==> config.mk <==
export PLATFORM = sky130hd
export DESIGN_NAME = wntm_pick
export DESIGN_NICKNAME = d
export VERILOG_FILES = /design/src/hdl/wntm_pkg.sv /design/src/hdl/wntm_pick.sv
export SDC_FILE = /design/constraint.sdc
export NUM_CORES = 1
export LEC_CHECK = 0
export ABC_CLOCK_PERIOD_IN_PS = 3200
export BUFFER_PORTS_ARGS = -buffer_cell sky130_fd_sc_hd__buf_2
export CAP_MARGIN = 10
export CORE_MARGIN = 2
export CORE_UTILIZATION = 45
export DETAILED_ROUTE_END_ITERATION = 10
export GPL_TIMING_DRIVEN = 1
export PLACE_DENSITY_LB_ADDON = 0.1
export SYNTH_ARGS = -nofsm -noshare
export SYNTH_HDL_FRONTEND = slang
export SYNTH_SLANG_ARGS = --single-unit
==> constraint.sdc <==
create_clock -name clk -period 3.2 [get_ports clk]
set_input_delay 0.48 -clock clk [delete_from_list [all_inputs] [get_ports clk]]
set_output_delay 0.48 -clock clk [all_outputs]
set_load 0.05 [all_outputs]
==> src/hdl/wntm_pkg.sv <==
// Shared constants, command codes and control types of the timestamp matcher.
package wntm_pkg;

    localparam int STAMP_W    = 52;
    localparam int GAP_W      = 32;
    localparam int CMD_W      = 2;
    localparam int OUT_IDX_W  = 12;
    localparam int S_TDATA_W  = 56;
    localparam int M_TDATA_W  = 120;

    localparam int TABLE_DEPTH_DEF = 4096;
    localparam int LOOK_BEHIND_DEF = 10;
    localparam int LOOK_AHEAD_DEF  = 20;

    localparam logic [GAP_W-1:0] MAX_GAP_RESET = 32'd20000;

    localparam logic [CMD_W-1:0] CMD_CLEAR  = 2'd0;
    localparam logic [CMD_W-1:0] CMD_APPEND = 2'd1;
    localparam logic [CMD_W-1:0] CMD_MATCH  = 2'd2;

    // controls the compare pipeline for one table word
    typedef struct packed {
        logic start;   // new search: drop the running best
        logic valid;   // table word on the read port belongs to the window
    } pick_ctl_t;

endpackage

==> src/hdl/wntm_pick.sv <==
// Nearest-entry tracker: absolute difference stage, then running minimum.
module wntm_pick #(
    parameter int IW = $clog2(wntm_pkg::TABLE_DEPTH_DEF)
) (
    input  logic                         clk,
    input  logic                         rst_n,
    input  wntm_pkg::pick_ctl_t          ctl,
    input  logic [IW-1:0]                rd_idx,
    input  logic [wntm_pkg::STAMP_W-1:0] rd_data,
    input  logic [wntm_pkg::STAMP_W-1:0] color,
    output logic                         busy,
    output logic                         have,
    output logic [IW-1:0]                best_idx,
    output logic [wntm_pkg::STAMP_W-1:0] best_stamp,
    output logic [wntm_pkg::STAMP_W-1:0] best_gap
);

    logic                         dif_valid_reg;
    logic [wntm_pkg::STAMP_W-1:0] dif_reg;
    logic [wntm_pkg::STAMP_W-1:0] dif_stamp_reg;
    logic [IW-1:0]                dif_idx_reg;
    logic [wntm_pkg::STAMP_W-1:0] dif_next;

    logic                         have_reg;
    logic [IW-1:0]                best_idx_reg;
    logic [wntm_pkg::STAMP_W-1:0] best_stamp_reg;
    logic [wntm_pkg::STAMP_W-1:0] best_gap_reg;
    logic                         better;

    always_comb
    begin
        if (color >= rd_data)
        begin
            dif_next = color - rd_data;
        end
        else
        begin
            dif_next = rd_data - color;
        end
    end

    always_ff @(posedge clk or negedge rst_n)
    begin
        if (!rst_n)
        begin
            dif_valid_reg <= 1'b0;
        end
        else
        begin
            dif_valid_reg <= ctl.valid && !ctl.start;
        end
    end

    always_ff @(posedge clk)
    begin
        dif_reg       <= dif_next;
        dif_stamp_reg <= rd_data;
        dif_idx_reg   <= rd_idx;
    end

    // strict less-than keeps the earliest entry on a tie
    assign better = dif_valid_reg && (!have_reg || (dif_reg < best_gap_reg));

    always_ff @(posedge clk or negedge rst_n)
    begin
        if (!rst_n)
        begin
            have_reg       <= 1'b0;
            best_idx_reg   <= '0;
            best_stamp_reg <= '0;
            best_gap_reg   <= '0;
        end
        else if (ctl.start)
        begin
            have_reg       <= 1'b0;
            best_idx_reg   <= '0;
            best_stamp_reg <= '0;
            best_gap_reg   <= '0;
        end
        else if (better)
        begin
            have_reg       <= 1'b1;
            best_idx_reg   <= dif_idx_reg;
            best_stamp_reg <= dif_stamp_reg;
            best_gap_reg   <= dif_reg;
        end
    end

    assign busy       = dif_valid_reg;
    assign have       = have_reg;
    assign best_idx   = best_idx_reg;
    assign best_stamp = best_stamp_reg;
    assign best_gap   = best_gap_reg;

endmodule

==> results.md <==
* Status: finished, final reports clean
* Floorplan die height at 184 um
* Capturing point of the worst reg2reg path: best_stamp[33]
* Synth top cells by count: nor2_1 (197), inv_1 (179), ha_1 (154)
* Buffers on Ports at 237
* Worst slew pin tran at 0.800 ns
* # IOs at 238
* Post-DP HPWL at 37,700 um
* Most used flip-flop cell after synthesis: dfrtp_1
* Sequential-to-total area share from yosys stat at 36.2%
* Synth top area cells: dfrtp_1 (20%), dfxtp_1 (16%), ha_1 (13%)
* CTS Buf Count at 28
* Synth Area in Adders at 13.5%
* Critical path endpoint category: flop
* Clk_skew at 0.0131 ns
* Post-Synth XOR/XNOR Area at 3.01%
* Yosys cell types at 70
* Min-delay worst type: input pin to flop
* Worst R2R Path Depth at 12
* R2R Path Start: best_gap[29]
* Placeable Area at 31,700 um^2
* Final setup violation count at 0
* Hold_ws at 0.0348 ns
* Final ANT Viol Nets at 0
* DIE AREA at 33,800 um^2
* Mapped cell area at 14,600 um^2
* Async SR Flop Fraction at 50.4%
* Clock Latency Late Sink at 0.55 ns
* Slew Limit Fails at 0
* WHS Path Cells at 1
* Static Leak at 9.79 nW
* Post-route minimum period at 3.03 ns
* Overflow after GRT at 0
* Routed vias at 13,325
* Ys Warns at 0
* Crit start category: input pin
* Nets@finish at 2,391
* Ratio of cells with drive above 1 in the final layout at 27.8%
* P&R area growth vs syn at 31.3%
* WHS Endpoint: dif_idx_reg[9]
* Site row count at 65
* RSZ-0062 raised after global routing: true
* Clock-pin slew of the registers on the worst-case setup and hold paths at 0.06 ns
* Setup slack, reg-to-reg at 0.23 ns
* Count leader, synth: nor2_1
* Vias in the first global route at 13,385
* GPL Wtd Cong at 0.967
* Share of the synthesized area in the top cell type at 20.3%
* TritonCTS clock tree: done
* Number of flops mapped to enable cells by yosys at 0
* Mux contribution to synthesized area at 9.80%
* Finished Core Util at 60.3%
* Antenna fix cells at 0
* Maxcap violations at 0
* Post-Synthesis Cells at 1,645
* Post-route cell area at 19,100 um^2
* Worst hold path startpoint: rd_idx[9]
* Post-Synth Simple-Gate Area at 11.9%
* Synth Area in Compound Gates at 18.2%
* Main combinational cell family by area after synthesis: compound AO/OA/AOI/OAI gates
* Critical setup path kind: input pin to flop
* DRT Wirelength at 46,100 um
* Worst Path Required at 3.61 ns
* Initial antenna violation count at 0
* Die Width at 184 um
* Arrival time at the worst endpoint at 3.44 ns
* Clock sinks at 234
* DR vias/cell at 5.25
* Synth Net Count at 1,921
* Syn_area_per_cell at 8.86 um^2
* #FFs+latches synth at 234
* Buffer depth of the longest clock path at 3
* Number of remaining DRC errors at 0
* PD cells at 596 nW/um^2
* Max Fclk at 330 MHz
* Final hold vios at 0
* Fill cells at 2,875
* Detailed Route Iter0 Violations at 727
* Max_slew headroom at 46.7%
* Largest net degree at the start of global routing at 70
* First-pass GRT wire length at 73,200 um
* Root buffer cell: clkbuf_16
* Overall power at 0.0114 W
* Area leader, netlist: dfrtp_1
* Htree depth at 1
* Effective utilization at floorplan at 45.9%
* Gr usage total at 27.2%
* Final Cycle Share at 94.6%
* Dpl cell area at 18,100 um^2
* WL per Instance at 18.2 um
* 1st-pass router iterations at 5
* Crit-path max FO at 10
* Max IR drop VDD at 0.000448 V
==> layout by cell type, fill, tap and decap left out, types with 4 or more instances in the layout <==
| cell | n |
|---|---|
| clkbuf_16 | 29 |
| xnor2_1 | 28 |
| nand2b_1 | 7 |
| clkinv_2 | 6 |
| buf_12 | 8 |
| mux2i_1 | 137 |
| and4_1 | 4 |
| buf_4 | 273 |
| o21a_1 | 14 |
| nor2b_1 | 11 |
| a211oi_1 | 14 |
| o41ai_1 | 4 |
| nand2_1 | 84 |
| o31ai_1 | 6 |
| xor2_1 | 22 |
| and3_1 | 4 |
| buf_2 | 235 |
| a221oi_1 | 5 |
| o211ai_1 | 12 |
| o2111ai_1 | 5 |
| o21ai_1 | 5 |
| dfxtp_1 | 116 |
| o21ai_0 | 70 |
| mux2_2 | 5 |
| ha_1 | 154 |
| nor3_1 | 18 |
| bufinv_16 | 5 |
| clkbuf_8 | 5 |
| nand3_1 | 17 |
| a21oi_1 | 151 |
| inv_1 | 179 |
| a21o_1 | 50 |
| dfrtp_1 | 118 |
| o21bai_1 | 26 |
| nor2_1 | 197 |
| a31oi_1 | 11 |
| nand4_1 | 32 |
==> through the flow <==
step	cells	setup slack [ns]	TNS, ns
after floorplan	1645	0.125	0
after global placement	2485	-0.444	-10.04
after detailed placement	2485	-0.407	-11.05
after CTS	2538	0.134	0
after global routing	2539	-0.00515	-0.00560
final	2539	0.173	0
==> worst max-delay path, cell delays in order <==
cell and delay, ns:
buf_2 0.09, inv_1 0.04, ha_1 0.33, a21oi_1 0.28
o21a_1 0.19, a21boi_1 0.26, o31ai_1 0.14, a21oi_2 0.30
o221ai_4 0.21, buf_4 0.23, or3_1 0.41, a31oi_1 0.23
xnor2_1 0.24
==> where the power goes <==
part	switching [W]	internal [W]	leakage, nW
Sequential	0.000315	0.00337	2.57
Clock	0.00133	0.00218	0.512
Combinational	0.00256	0.00165	6.70
==> worst max path at each step <==
| stage | from | to | cells past startpoint | slack, ns |
|---|---|---|---|---|
| detailed placement | rd_data[0] | dif_reg[46] | 14 | -0.41 |
| global placement | rd_data[0] | dif_reg[34] | 13 | -0.44 |
| CTS | rd_data[0] | dif_reg[50] | 14 | 0.13 |
| finish | rd_data[41] | dif_reg[30] | 13 | 0.17 |
| global route | best_gap[25] | best_stamp[48] | 12 | -0.005 |
| floorplan | best_gap[37] | best_stamp[22] | 14 | 0.13 |
==> what timing repair did <==
| action | CTS | global route |
|---|---|---|
| gates resized for setup | 0 | 4 |
| hold buffers | 1 | 0 |
| endpoints found under the setup margin | 0 | 18 |
| endpoints found under the hold margin | 34 | 0 |
| buffers inserted | 0 | 1 |
==> layout make-up <==
type / instances / area, um^2 / area share [%]
flip-flops and latches: 234 / 5280 / 27.6
multi-input cells: 1153 / 8230 / 43.0
clock inverters: 17 / 234 / 1.22
clock buffers: 35 / 798 / 4.17
well taps: 402 / 503 / 2.63
inverters: 179 / 672 / 3.51
repair buffers: 519 / 3420 / 17.9
==> routing by layer <==
metal / routed length, um / global-route usage [%] / share of wire (%)
met5: 0 / 0 / 0
met4: 656 / 5.02 / 1.4
met3: 2480 / 3.59 / 5.4
met2: 20100 / 42.6 / 44
met1: 22800 / 40.3 / 50
==> logic make-up (layout without fill, tap and decap cells) <==
group / count (synthesis) / in the layout
simple gates: 391 / 391
compound gates: 414 / 414
fa+ha+maj: 156 / 156
xor+xnor: 50 / 50
buf+inv: 258 / 750
mux: 142 / 142
flops: 234 / 234
(Power assumes the default switching activity.)
